===== src/rtl/core/bsrpp_pkg.sv =====
// shared types and codes for the lifo byte stack
// operation kinds, status codes, transaction payload structs, default sizes
// no dependencies
package bsrpp_pkg;

  localparam int CNT_W  = 9;
  localparam int SIZE_W = 4;
  localparam int DATA_W = 64;

  localparam int DEFAULT_STORE_DEPTH      = 256;
  localparam int DEFAULT_MAX_RECORD_BYTES = 8;

  localparam logic [CNT_W-1:0] CAP_RESET = 9'd256;

  // operation kinds
  localparam logic [1:0] KIND_PUSH  = 2'd0;
  localparam logic [1:0] KIND_POP   = 2'd1;
  localparam logic [1:0] KIND_PEEK  = 2'd2;
  localparam logic [1:0] KIND_CLEAR = 2'd3;

  // status codes
  localparam logic [2:0] ST_OK    = 3'd0;
  localparam logic [2:0] ST_FULL  = 3'd1;
  localparam logic [2:0] ST_NOFIT = 3'd2;
  localparam logic [2:0] ST_EMPTY = 3'd3;
  localparam logic [2:0] ST_SHORT = 3'd4;

  typedef struct packed {
    logic [1:0]        kind;
    logic [SIZE_W-1:0] size;
    logic [DATA_W-1:0] push_data;
  } in_t;

  typedef struct packed {
    logic [2:0]        status;
    logic [DATA_W-1:0] read_data;
    logic [CNT_W-1:0]  fill_count;
    logic              is_full;
    logic              is_empty;
  } out_t;

endpackage


===== src/rtl/core/bsrpp_ram.sv =====
// byte-wide single-port store for the lifo byte stack
// one access per cycle, registered read data; no package dependencies
module bsrpp_ram #(
  parameter int DEPTH = 256,
  localparam int AW = $clog2(DEPTH)
) (
  input  logic          clk,
  input  logic          we,
  input  logic [AW-1:0] addr,
  input  logic [7:0]    wdata,
  output logic [7:0]    rdata
);

  logic [7:0] mem [DEPTH];
  logic [7:0] rdata_r;

  always_ff @(posedge clk) begin
    if (we) begin
      mem[addr] <= wdata;
    end
    rdata_r <= mem[addr];
  end

  assign rdata = rdata_r;

endmodule


===== src/rtl/core/bsrpp_seq.sv =====
// sequencer of the lifo byte stack: status checks, byte moves, count
// one shared 9-bit add/subtract unit serves the space check, byte moves and count; uses bsrpp_pkg
module bsrpp_seq #(
  parameter int STORE_DEPTH      = bsrpp_pkg::DEFAULT_STORE_DEPTH,
  parameter int MAX_RECORD_BYTES = bsrpp_pkg::DEFAULT_MAX_RECORD_BYTES,
  localparam int AW = $clog2(STORE_DEPTH)
) (
  input  logic                       clk,
  input  logic                       rst_n,
  input  logic                       in_valid,
  output logic                       in_ready,
  input  bsrpp_pkg::in_t             in_data,
  input  logic [bsrpp_pkg::CNT_W-1:0] eff_cap,
  output logic                       res_valid,
  input  logic                       res_take,
  output bsrpp_pkg::out_t            res_data,
  output logic                       ram_we,
  output logic [AW-1:0]              ram_addr,
  output logic [7:0]                 ram_wdata,
  input  logic [7:0]                 ram_rdata
);

  localparam int CW = bsrpp_pkg::CNT_W;
  localparam int SW = bsrpp_pkg::SIZE_W;
  localparam logic [SW-1:0] MAXB = SW'(MAX_RECORD_BYTES);

  localparam logic [2:0] S_IDLE  = 3'd0;
  localparam logic [2:0] S_CHECK = 3'd1;
  localparam logic [2:0] S_PUSH  = 3'd2;
  localparam logic [2:0] S_READ  = 3'd3;
  localparam logic [2:0] S_DRAIN = 3'd4;
  localparam logic [2:0] S_DONE  = 3'd5;

  logic [2:0]                   state_r, state_nxt;
  logic [1:0]                   kind_r, kind_nxt;
  logic [SW-1:0]                n_r, n_nxt;
  logic [SW-1:0]                k_r, k_nxt;
  logic [bsrpp_pkg::DATA_W-1:0] data_r, data_nxt;
  logic [bsrpp_pkg::DATA_W-1:0] rd_r, rd_nxt;
  logic [CW-1:0]                ptr_r, ptr_nxt;
  logic [CW-1:0]                count_r, count_nxt;
  logic [2:0]                   status_r, status_nxt;
  logic                         cap_vld_r, cap_vld_nxt;
  logic [2:0]                   cap_idx_r, cap_idx_nxt;

  logic [SW-1:0] size_sat;
  logic          go;

  // shared add/subtract unit, bit CW is the borrow on subtract
  logic [CW-1:0] alu_a, alu_b;
  logic          alu_sub;
  logic [CW:0]   alu_res;

  assign alu_res = alu_sub ? ({1'b0, alu_a} - {1'b0, alu_b})
                           : ({1'b0, alu_a} + {1'b0, alu_b});

  assign size_sat  = (in_data.size > MAXB) ? MAXB : in_data.size;
  assign in_ready  = (state_r == S_IDLE);
  assign res_valid = (state_r == S_DONE);
  assign ram_wdata = data_r[7:0];

  always_comb begin
    state_nxt   = state_r;
    kind_nxt    = kind_r;
    n_nxt       = n_r;
    k_nxt       = k_r;
    data_nxt    = data_r;
    rd_nxt      = rd_r;
    ptr_nxt     = ptr_r;
    count_nxt   = count_r;
    status_nxt  = status_r;
    cap_vld_nxt = (state_r == S_READ);
    cap_idx_nxt = k_r[2:0];
    alu_a       = count_r;
    alu_b       = '0;
    alu_sub     = 1'b0;
    ram_we      = 1'b0;
    ram_addr    = AW'(count_r);
    go          = 1'b0;

    unique case (state_r)
      S_IDLE: begin
        if (in_valid) begin
          kind_nxt  = in_data.kind;
          n_nxt     = size_sat;
          data_nxt  = in_data.push_data;
          state_nxt = S_CHECK;
        end
      end
      S_CHECK: begin
        // free space = capacity - count
        alu_a      = eff_cap;
        alu_b      = count_r;
        alu_sub    = 1'b1;
        k_nxt      = '0;
        ptr_nxt    = count_r;
        rd_nxt     = '0;
        status_nxt = bsrpp_pkg::ST_OK;
        unique case (kind_r) inside
          bsrpp_pkg::KIND_PUSH: begin
            if (alu_res[CW] || (alu_res[CW-1:0] == '0)) begin
              status_nxt = bsrpp_pkg::ST_FULL;
            end else if (alu_res[CW-1:0] < CW'(n_r)) begin
              status_nxt = bsrpp_pkg::ST_NOFIT;
            end else begin
              go = 1'b1;
            end
          end
          bsrpp_pkg::KIND_POP, bsrpp_pkg::KIND_PEEK: begin
            if (count_r == '0) begin
              status_nxt = bsrpp_pkg::ST_EMPTY;
            end else if (count_r < CW'(n_r)) begin
              status_nxt = bsrpp_pkg::ST_SHORT;
            end else begin
              go = 1'b1;
            end
          end
          bsrpp_pkg::KIND_CLEAR: begin
            count_nxt = '0;
          end
        endcase
        if (go && (n_r != '0)) begin
          state_nxt = (kind_r == bsrpp_pkg::KIND_PUSH) ? S_PUSH : S_READ;
        end else begin
          state_nxt = S_DONE;
        end
      end
      S_PUSH: begin
        // one byte per cycle onto the top
        ram_we    = 1'b1;
        ram_addr  = AW'(count_r);
        alu_a     = count_r;
        alu_b     = CW'(1);
        count_nxt = alu_res[CW-1:0];
        data_nxt  = data_r >> 8;
        k_nxt     = k_r + SW'(1);
        if (k_nxt == n_r) begin
          state_nxt = S_DONE;
        end
      end
      S_READ: begin
        // walk down from the top, one read issued per cycle
        alu_a    = ptr_r;
        alu_b    = CW'(1);
        alu_sub  = 1'b1;
        ram_addr = AW'(alu_res[CW-1:0]);
        ptr_nxt  = alu_res[CW-1:0];
        k_nxt    = k_r + SW'(1);
        if (k_nxt == n_r) begin
          state_nxt = S_DRAIN;
        end
      end
      S_DRAIN: begin
        if (kind_r == bsrpp_pkg::KIND_POP) begin
          alu_a     = count_r;
          alu_b     = CW'(n_r);
          alu_sub   = 1'b1;
          count_nxt = alu_res[CW-1:0];
        end
        state_nxt = S_DONE;
      end
      S_DONE: begin
        if (res_take) begin
          state_nxt = S_IDLE;
        end
      end
      default: begin
        state_nxt = S_IDLE;
      end
    endcase

    // read data lands in the cycle after its address
    if (cap_vld_r) begin
      rd_nxt[cap_idx_r*8 +: 8] = ram_rdata;
    end
  end

  always_ff @(posedge clk) begin
    if (!rst_n) begin
      state_r   <= S_IDLE;
      count_r   <= '0;
      cap_vld_r <= 1'b0;
    end else begin
      state_r   <= state_nxt;
      count_r   <= count_nxt;
      cap_vld_r <= cap_vld_nxt;
    end
  end

  always_ff @(posedge clk) begin
    kind_r    <= kind_nxt;
    n_r       <= n_nxt;
    k_r       <= k_nxt;
    data_r    <= data_nxt;
    rd_r      <= rd_nxt;
    ptr_r     <= ptr_nxt;
    status_r  <= status_nxt;
    cap_idx_r <= cap_idx_nxt;
  end

  always_comb begin
    res_data.status     = status_r;
    res_data.read_data  = rd_r;
    res_data.fill_count = count_r;
    res_data.is_full    = (count_r >= eff_cap);
    res_data.is_empty   = (count_r == '0);
  end

endmodule


===== src/rtl/core/byte_stack_record_push_pop.sv =====
// sequence: a push goes through the check, then the byte writes, then the result;
// a pop or peek through the check, the byte reads and a data drain; a size of zero,
// an error or a clear goes from the check straight to the result; the block takes no
// new transaction until the output slot has taken the last result
// the single byte-wide store port moves one byte per cycle during the byte walk
// reset (synchronous, rst_n low): stack empty, capacity 256, output slot empty
module byte_stack_record_push_pop #(
  parameter int STORE_DEPTH      = bsrpp_pkg::DEFAULT_STORE_DEPTH,
  parameter int MAX_RECORD_BYTES = bsrpp_pkg::DEFAULT_MAX_RECORD_BYTES
) (
  input  logic                        clk,
  input  logic                        rst_n,
  input  logic                        in_valid,
  output logic                        in_ready,
  input  bsrpp_pkg::in_t              in_data,
  output logic                        out_valid,
  input  logic                        out_ready,
  output bsrpp_pkg::out_t             out_data,
  input  logic                        cfg_wr_en,
  input  logic [bsrpp_pkg::CNT_W-1:0] cfg_wr_data
);

  localparam int CW = bsrpp_pkg::CNT_W;
  localparam int AW = $clog2(STORE_DEPTH);
  // capacity field can never exceed its own range, nor the store
  localparam int CapMaxInt = (STORE_DEPTH > ((1 << CW) - 1)) ? ((1 << CW) - 1)
                                                            : STORE_DEPTH;
  localparam logic [CW-1:0] CAP_MAX = CW'(CapMaxInt);

  // capacity register
  logic [CW-1:0] cfg_cap_r, cfg_cap_nxt;
  logic [CW-1:0] eff_cap;

  // output slot
  logic            out_valid_r, out_valid_nxt;
  bsrpp_pkg::out_t out_data_r, out_data_nxt;
  logic            out_free;

  // sequencer result
  logic            res_valid;
  bsrpp_pkg::out_t res_data;

  // store port
  logic          ram_we;
  logic [AW-1:0] ram_addr;
  logic [7:0]    ram_wdata;
  logic [7:0]    ram_rdata;

  assign cfg_cap_nxt = cfg_wr_en ? cfg_wr_data : cfg_cap_r;

  // zero acts as one, anything past the store acts as the store size
  always_comb begin
    if (cfg_cap_r == '0) begin
      eff_cap = CW'(1);
    end else if (cfg_cap_r > CAP_MAX) begin
      eff_cap = CAP_MAX;
    end else begin
      eff_cap = cfg_cap_r;
    end
  end

  // output slot takes a new result when empty or being drained this cycle
  assign out_free = !out_valid_r || out_ready;

  always_comb begin
    out_valid_nxt = out_valid_r;
    out_data_nxt  = out_data_r;
    if (out_valid_r && out_ready) begin
      out_valid_nxt = 1'b0;
    end
    if (res_valid && out_free) begin
      out_valid_nxt = 1'b1;
      out_data_nxt  = res_data;
    end
  end

  always_ff @(posedge clk) begin
    if (!rst_n) begin
      cfg_cap_r   <= bsrpp_pkg::CAP_RESET;
      out_valid_r <= 1'b0;
    end else begin
      cfg_cap_r   <= cfg_cap_nxt;
      out_valid_r <= out_valid_nxt;
    end
  end

  always_ff @(posedge clk) begin
    out_data_r <= out_data_nxt;
  end

  assign out_valid = out_valid_r;
  assign out_data  = out_data_r;

  // control: checks, byte walk and fill count
  bsrpp_seq #(
    .STORE_DEPTH      (STORE_DEPTH),
    .MAX_RECORD_BYTES (MAX_RECORD_BYTES)
  ) u_seq (
    .clk       (clk),
    .rst_n     (rst_n),
    .in_valid  (in_valid),
    .in_ready  (in_ready),
    .in_data   (in_data),
    .eff_cap   (eff_cap),
    .res_valid (res_valid),
    .res_take  (out_free),
    .res_data  (res_data),
    .ram_we    (ram_we),
    .ram_addr  (ram_addr),
    .ram_wdata (ram_wdata),
    .ram_rdata (ram_rdata)
  );

  // byte store, entries undefined until pushed
  bsrpp_ram #(
    .DEPTH (STORE_DEPTH)
  ) u_ram (
    .clk   (clk),
    .we    (ram_we),
    .addr  (ram_addr),
    .wdata (ram_wdata),
    .rdata (ram_rdata)
  );

`ifndef SYNTHESIS
  // fill count stays within the largest usable capacity
  a_count_bound: assert property (@(posedge clk) disable iff (!rst_n)
    out_valid_r |-> (out_data_r.fill_count <= CAP_MAX))
    else $error("fill count beyond capacity range");

  // an accepted transaction keeps the block busy on the next cycle
  a_busy_after_accept: assert property (@(posedge clk) disable iff (!rst_n)
    (in_valid && in_ready) |=> !in_ready)
    else $error("input ready right after accept");

  // failed operations return no data
  a_err_no_data: assert property (@(posedge clk) disable iff (!rst_n)
    (out_valid_r && (out_data_r.status != bsrpp_pkg::ST_OK))
      |-> (out_data_r.read_data == '0))
    else $error("read data on failed transaction");

  // empty flag agrees with the count
  a_empty_flag: assert property (@(posedge clk) disable iff (!rst_n)
    out_valid_r |-> (out_data_r.is_empty == (out_data_r.fill_count == '0)))
    else $error("empty flag mismatch");
`endif

endmodule


===== config.mk =====
export PLATFORM = sky130hd
export DESIGN_NAME = byte_stack_record_push_pop
export DESIGN_NICKNAME = d
export VERILOG_FILES = /design/src/rtl/core/bsrpp_pkg.sv /design/src/rtl/core/bsrpp_ram.sv /design/src/rtl/core/bsrpp_seq.sv /design/src/rtl/core/byte_stack_record_push_pop.sv
export SDC_FILE = /design/constraint.sdc
export NUM_CORES = 2
export LEC_CHECK = 0
export BUFFER_PORTS_ARGS = -buffer_cell sky130_fd_sc_hd__buf_2
export CORE_MARGIN = 1
export CORE_UTILIZATION = 25
export DETAILED_ROUTE_END_ITERATION = 10
export PLACE_DENSITY_LB_ADDON = 0.2
export SLEW_MARGIN = 10
export SYNTH_ARGS = -nofsm -noshare
export SYNTH_HDL_FRONTEND = slang
export SYNTH_SLANG_ARGS = --single-unit

===== constraint.sdc =====
create_clock -name clk -period 6.4 [get_ports clk]
set_input_delay 0.32 -clock clk [delete_from_list [all_inputs] [get_ports clk]]
set_output_delay 0.32 -clock clk [all_outputs]
set_load 0.01 [all_outputs]

Yosys cells after proc, flatten, opt, wreduce, memory -nomap -nowiden
Memories as Yosys holds them, arrays and structs flattened. A register that Yosys moved wholly into a read port is not among the register bits. Cells that the tools add are included.

Register bits after elaboration: 254. Memory bits (writable): 2048. Input port bits: 84. Output and inout bits: 80. Logic and storage cells: 111. Memories: 1.

Add/sub/neg operators: 4. Magnitude comparators: 5. Equality and inequality tests: 15. Shift operators: 2. Multiplexer cells: 42. Reduce and logical (&&, ||, !) cells: 24.

Memories: u_ram.mem (depth 256, width 8, rd ports 1, clocked after Yosys merged registers in 1, wr ports 1, line bsrpp_ram.sv:14) `logic [7:0] mem [DEPTH];`.

Operators with widths (count): $mux 64 (3); $pmux 64 s2 (1); $bwmux 64 (1); $shift 8x34->64 const A (1); $shiftx 8x34->64 (1); $pmux 9 s3 (2); $mux 9 (4); $pmux 9 s2 (2); $neg 6->34 (1); $logic_not 9->1 (3); $mux 3 (8); $lt 9x4->1 (2); $pmux 3 s6 (1); $mux 1 (12); $add 9x9->10 (1); $mux 10 (1); $sub 9x9->10 (1); $ge 9x9->1 (1); $gt 9x9->1 const B (1); $mux 8 (1); $pmux 4 s2 (1); $reduce_bool 2->1 (4); $eq 3x2->1 const B (2); $eq 3x3->1 const B (2); 23 further kinds (35).

Logic depth before layout (Yosys ltp)
Depth in word-level cells: 14. Gate-level depth with buffers: 25.

By module
Synthesis repeated with hierarchy kept, for this count alone.

Cells, all modules: 4476. Area total of the unflattened synthesis: 89437.0 um^2.

Modules (own cells, without submodules): bsrpp_ram (instances 1, cells each 3547, area an instance 78492.8 um^2); bsrpp_seq (instances 1, cells each 805, area an instance 8117.8 um^2); byte_stack_record_push_pop (instances 1, cells each 124, area an instance 2826.5 um^2).

Least setup slack after synthesis
Ideal clock, no wire load.

Kind: reg2reg. Start point: register u_seq.state_r[2]. End point: memory u_ram.mem[134][0], enable pin. Data arrival time: 4869 ps. Data required time: 6030 ps. Path slack: 1161 ps. Cell stages (with the launch flop): 23. Path buffers: 6. Cell sequence: dfxtp_1 -> clkbuf_1 -> nand2b_1 -> clkbuf_1 -> inv_1 -> nand2b_1 -> inv_2 -> a22oi_1 -> ha_1 -> nor3_1 -> a21oi_1 -> ha_1 -> clkbuf_1 -> nand2_1 -> a211oi_1 -> o21ai_0 -> a2111oi_0 -> nand2b_1 -> buf_2 -> nand2_1 -> clkbuf_1 -> buf_1 -> nor2_1.

Word-level cells in the longest chain between the ends: 6. Elaborated cells on any way between the ends: 16.

RTL lines: start, declared (line bsrpp_seq.sv:34) `logic [2:0] state_r, state_nxt;`; start signal, assigned (line bsrpp_seq.sv:184) `state_r <= state_nxt;`; $eq 3x2->1 (line bsrpp_seq.sv:81) `unique case (state_r)`; $reduce_or 2->1 (no line); $pmux 9 s3 (line bsrpp_seq.sv:81); $add 9x9->10 / $sub 9x9->10 (equally long branches) (line bsrpp_seq.sv:55, bsrpp_seq.sv:54); $mux 10 (line bsrpp_seq.sv:54) `assign alu_res = alu_sub ? ({1'b0, alu_a} - {1'b0, alu_b})`; $mux 8 (line bsrpp_seq.sv:81); end, declared (line bsrpp_ram.sv:14).

Several ways; a longest one is shown, not always the timed one.

Final worst setup path
Start point: register u_seq.state_r[0]. End point: register u_ram.rdata_r[3] (netlist: u_ram.rdata[3]), read port of u_ram.mem.

Word-level cells in the longest chain between the ends: 6. Elaborated cells on any way between the ends: 13.

RTL lines: $eq 3x2->1 (line bsrpp_seq.sv:81); $reduce_or 2->1 (no line); $pmux 9 s3 (line bsrpp_seq.sv:81); $add 9x9->10 / $sub 9x9->10 (equally long branches) (line bsrpp_seq.sv:55, bsrpp_seq.sv:54); $mux 10 (line bsrpp_seq.sv:54); $mux 8 (*) (line bsrpp_seq.sv:81); end, declared (line bsrpp_ram.sv:15) `logic [7:0] rdata_r;`.

Mark *: on every way between the ends. The rest lies on a longest branch, timed or not. A chain may end at the register's enable or synchronous reset.

==> run summary <==
==============================================================================
Leakage power of the design                                            36.6 nW
Mapped Avg Cell Area                                                  15.6 µm²
Fraction of final layout cells sized beyond drive strength 1             19.6%
Detailed-route wire length                                           310000 µm
Ys flop type                                                      sky130_fd_sc_hd__edfxtp_1
Sink count of the clock tree                                              2310
Final worst path period need                                           6.14 ns
Type of element capturing the critical path                           register
# IOs                                                                      164
GRT Overall Usage                                                        16.6%
Synth warn                                                                   0
Timing-limited maximum frequency                                       163 MHz
Wire length per cell                                                   27.1 µm
Data arrival, critical path                                            6.94 ns
Standard-cell row count                                                    220
Endpoints failing hold                                                       0
Adder and majority cell fraction of the synthesized area                0.490%
Via count                                                                54900
First-pass GRT wire length                                           436000 µm
Post-Syn Area                                                        90800 µm²
Synth Area in Compound Gates                                             7.05%
Worst Path Required                                                    7.21 ns
Proportion of synthesized area in mux cells                              7.30%
Worst stage delay on the critical path                                 0.79 ns
Transition time of the tightest slew-check pin                         1.27 ns
Detailed Place HPWL                                                  196000 µm
DRT iter0 DRCs                                                            5673
Power per unit of standard cell area                                437 nW/µm²
Smallest hold slack                                                   0.180 ns
Cell Count, Final, Fillers Out                                           11400
Starting density of the core                                             25.2%
Synthesis-stage register bit count                                        2310
Maximum resistive drop on vdd                                           371 µV
Xor and xnor area share after synthesis                                 0.116%
Post-Route Utilization                                                   30.5%
Placed instance count                                                    10900
Core Area                                                           360000 µm²
DIE WIDTH                                                               605 µm
Area share of the leading cell type in the synthesized netlist           73.1%
Setup repair after global routing missed its margin                         no
Part of the cycle the worst path needs                                   95.9%
H-tree depth                                                                 5
Asr flop ratio synth                                                        0%
Routability cong.                                                        0.840
GRT overflow                                                                 0
Startpoint class of the critical path                                 register
Synth area leaders                                                sky130_fd_sc_hd__edfxtp_1 (73%), sky130_fd_sc_hd__mux4_2 (6.1%), sky130_fd_sc_hd__nand2_1 (4.1%)
Vertical die dimension                                                  605 µm
Total power                                                            48.0 mW
Layout overhead on the synthesized area                                  20.9%
Total count of max-transition violations in the final report                 0
DRC violations left                                                          0
Critical-path cell with the highest stage delay                   sky130_fd_sc_hd__a211oi_4
Buffers added on ports                                                     163
Via density per instance                                                  4.80
Clock tree from TritonCTS                                                built
Number of nets with antenna violations after routing                         0
Crit-path cells                                                   nand2b_1, buf_4, inv_1, nand2b_2, inv_2, a22oi_1, ha_1, nor3_1, a221oi_1, ha_1, nor2_1, a2111oi_1, a211oi_4, inv_8, nor2_4, buf_12, buf_4, a22o_1, o21ai_0, a21oi_1, nor4_1, nand4_1
Number of nets in the layout                                              6586
Largest net degree at the start of global routing                          178
Number of global-route vias before repair                                54900
Combinational family with the most area after synthesis           simple AND/OR/NAND/NOR gates
Outcome                                                           finished clean
Relative slew slack                                                      15.1%
Post-synthesis simple-gate area fraction                                 7.82%
Die area                                                            366000 µm²
Initial antenna violation count                                              8
EDFF count, synth                                                         2212
Router iterations before antenna repair                                      5
Area after DPL                                                      100000 µm²
Top fanout value on the critical path                                       22
Clock insertion delay at the later pin of the skew report              0.89 ns
Number of different library cells in the post-synthesis netlist             81
Post-Syn Instances                                                        5839
Max-capacitance violation count                                              0
CTS root buf                                                      sky130_fd_sc_hd__clkbuf_16
Reg clk slew, reported paths                                           0.06 ns
Maximum clock skew at final layout                                   0.0462 ns
Library cell with the largest summed area after synthesis         sky130_fd_sc_hd__edfxtp_1
Cell area after layout                                              110000 µm²
Post-Syn Nets                                                             5958
TritonCTS Buffers                                                          267
Fraction of the yosys area taken by sequential cells                     75.3%
Count of endpoints failing setup in the final report                         0
Critical path start-end classification                              reg -> reg
Worst min-delay path category                                        in -> reg
Clock buffer depth                                                           4
==============================================================================
==> per-stage QoR <==
stage / setup WS [ns] / TNS (ns)
2_1_floorplan: 1.16 / 0
4_1_cts: 0.0630 / 0
3_3_place_gp: -0.141 / -0.141
3_5_place_dp: 0.124 / 0
6_report: 0.264 / 0
5_1_grt: 0.0224 / 0
==> Yosys cell counts, types with 69 or more instances <==
cell	n
sky130_fd_sc_hd__mux4_2	247
sky130_fd_sc_hd__edfxtp_1	2212
sky130_fd_sc_hd__nand2_1	991
sky130_fd_sc_hd__a22oi_1	152
sky130_fd_sc_hd__o21ai_0	121
sky130_fd_sc_hd__nor2_1	336
sky130_fd_sc_hd__dfxtp_1	98
sky130_fd_sc_hd__nand3_1	239
sky130_fd_sc_hd__a21oi_1	408
sky130_fd_sc_hd__a221oi_1	69
sky130_fd_sc_hd__mux2i_1	103
sky130_fd_sc_hd__clkbuf_1	234
sky130_fd_sc_hd__buf_2	80
==> where the power goes <==
group | switching [mW] | internal [mW]
sequential | 0.352 | 18.6
clock | 6.36 | 8.72
combinational | 9.99 | 4.05
total | 16.7 | 31.3
==> worst paths after layout <==
check,depth (start not counted),slack (ns),end,start
min reg2reg,0,0.41,u_seq.cap_idx_r[1],u_seq.k_r[1]
max,22,0.26,u_ram.rdata[3],u_seq.state_r[0]
min,2,0.18,u_seq.kind_r[0],in_data[68]
max reg2reg,22,0.26,u_ram.rdata[3],u_seq.state_r[0]
==> layout by cell type (no fill, tap or decap), drive strengths merged, types with 69 or more instances in the layout <==
cell type,instances
a221oi,69
nand2,991
a22oi,152
clkbuf,331
nand3,239
o21ai,124
edfxtp,2212
dfxtp,98
nor2,337
mux2i,104
a21oi,408
clkinv,108
mux4,247
buf,638
dlygate4sd3,101
==> worst max-delay path, delay by kind of cell, from the launching register on <==
kind	cells	cell delay, ns
compound gates	7	1.98
fa+ha+maj	2	0.59
flops	1	0.42
simple gates	7	1.66
buf+inv	6	1.36
==> sequential cells by signal (all words and copies together) (netlist names), 3 cells and up <==
signal,flops
u_seq.count_r,9
u_ram.rdata,8
u_seq.ptr_r,9
u_seq.k_r,4
u_ram.mem,2048
u_seq.cap_idx_r,3
u_seq.state_r,3
u_seq.status_r,3
u_seq.n_r,4
u_seq.data_r,64
u_seq.rd_r,64
out_data,78
cfg_cap_r,9
==> cell families (layout without fill, tap and decap cells) <==
| logic type | count (synthesis) | count (layout) |
|---|---|---|
| XOR/XNOR | 12 | 12 |
| other | 0 | 2 |
| flip-flops | 2310 | 2310 |
| adder cells (fa/ha/maj) | 35 | 35 |
| multiplexers | 353 | 353 |
| AO/OA/AOI/OAI | 1002 | 1002 |
| buffers and inverters | 415 | 1250 |
| AND/OR/NAND/NOR | 1712 | 1712 |
==> metal layers <==
| metal | vias up | GRT usage [%] | wire (µm) |
|---|---|---|---|
| li1 | 23800 | - | - |
| met1 | 28700 | 22.9 | 137000 |
| met2 | 1953 | 26.6 | 143000 |
| met3 | 435 | 2.87 | 19800 |
| met4 | 4 | 4.74 | 9270 |
| met5 | - | 0 | 25 |
==> cell type report <==
| type | instances | area (µm²) |
|---|---|---|
| Sequential cell | 2310 | 68400 |
| Inverter | 35 | 156 |
| Clock inverter | 145 | 1440 |
| Clock buffer | 331 | 7070 |
| Multi-Input combinational cell | 3114 | 20900 |
| Timing Repair Buffer | 739 | 5950 |
| Fill cell | 35500 | 250000 |
| Tap cell | 4773 | 5970 |
| Antenna cell | 2 | 5.00 |
==> what timing repair did <==
action                                  4_1_cts  5_1_grt
endpoints found under the hold margin        99        0
gates resized for setup                       0        8
endpoints found under the setup margin        0       51
buffers inserted                              0        0
hold buffers                                101        0
No activity file was read; power rests on OpenSTA's default activity.
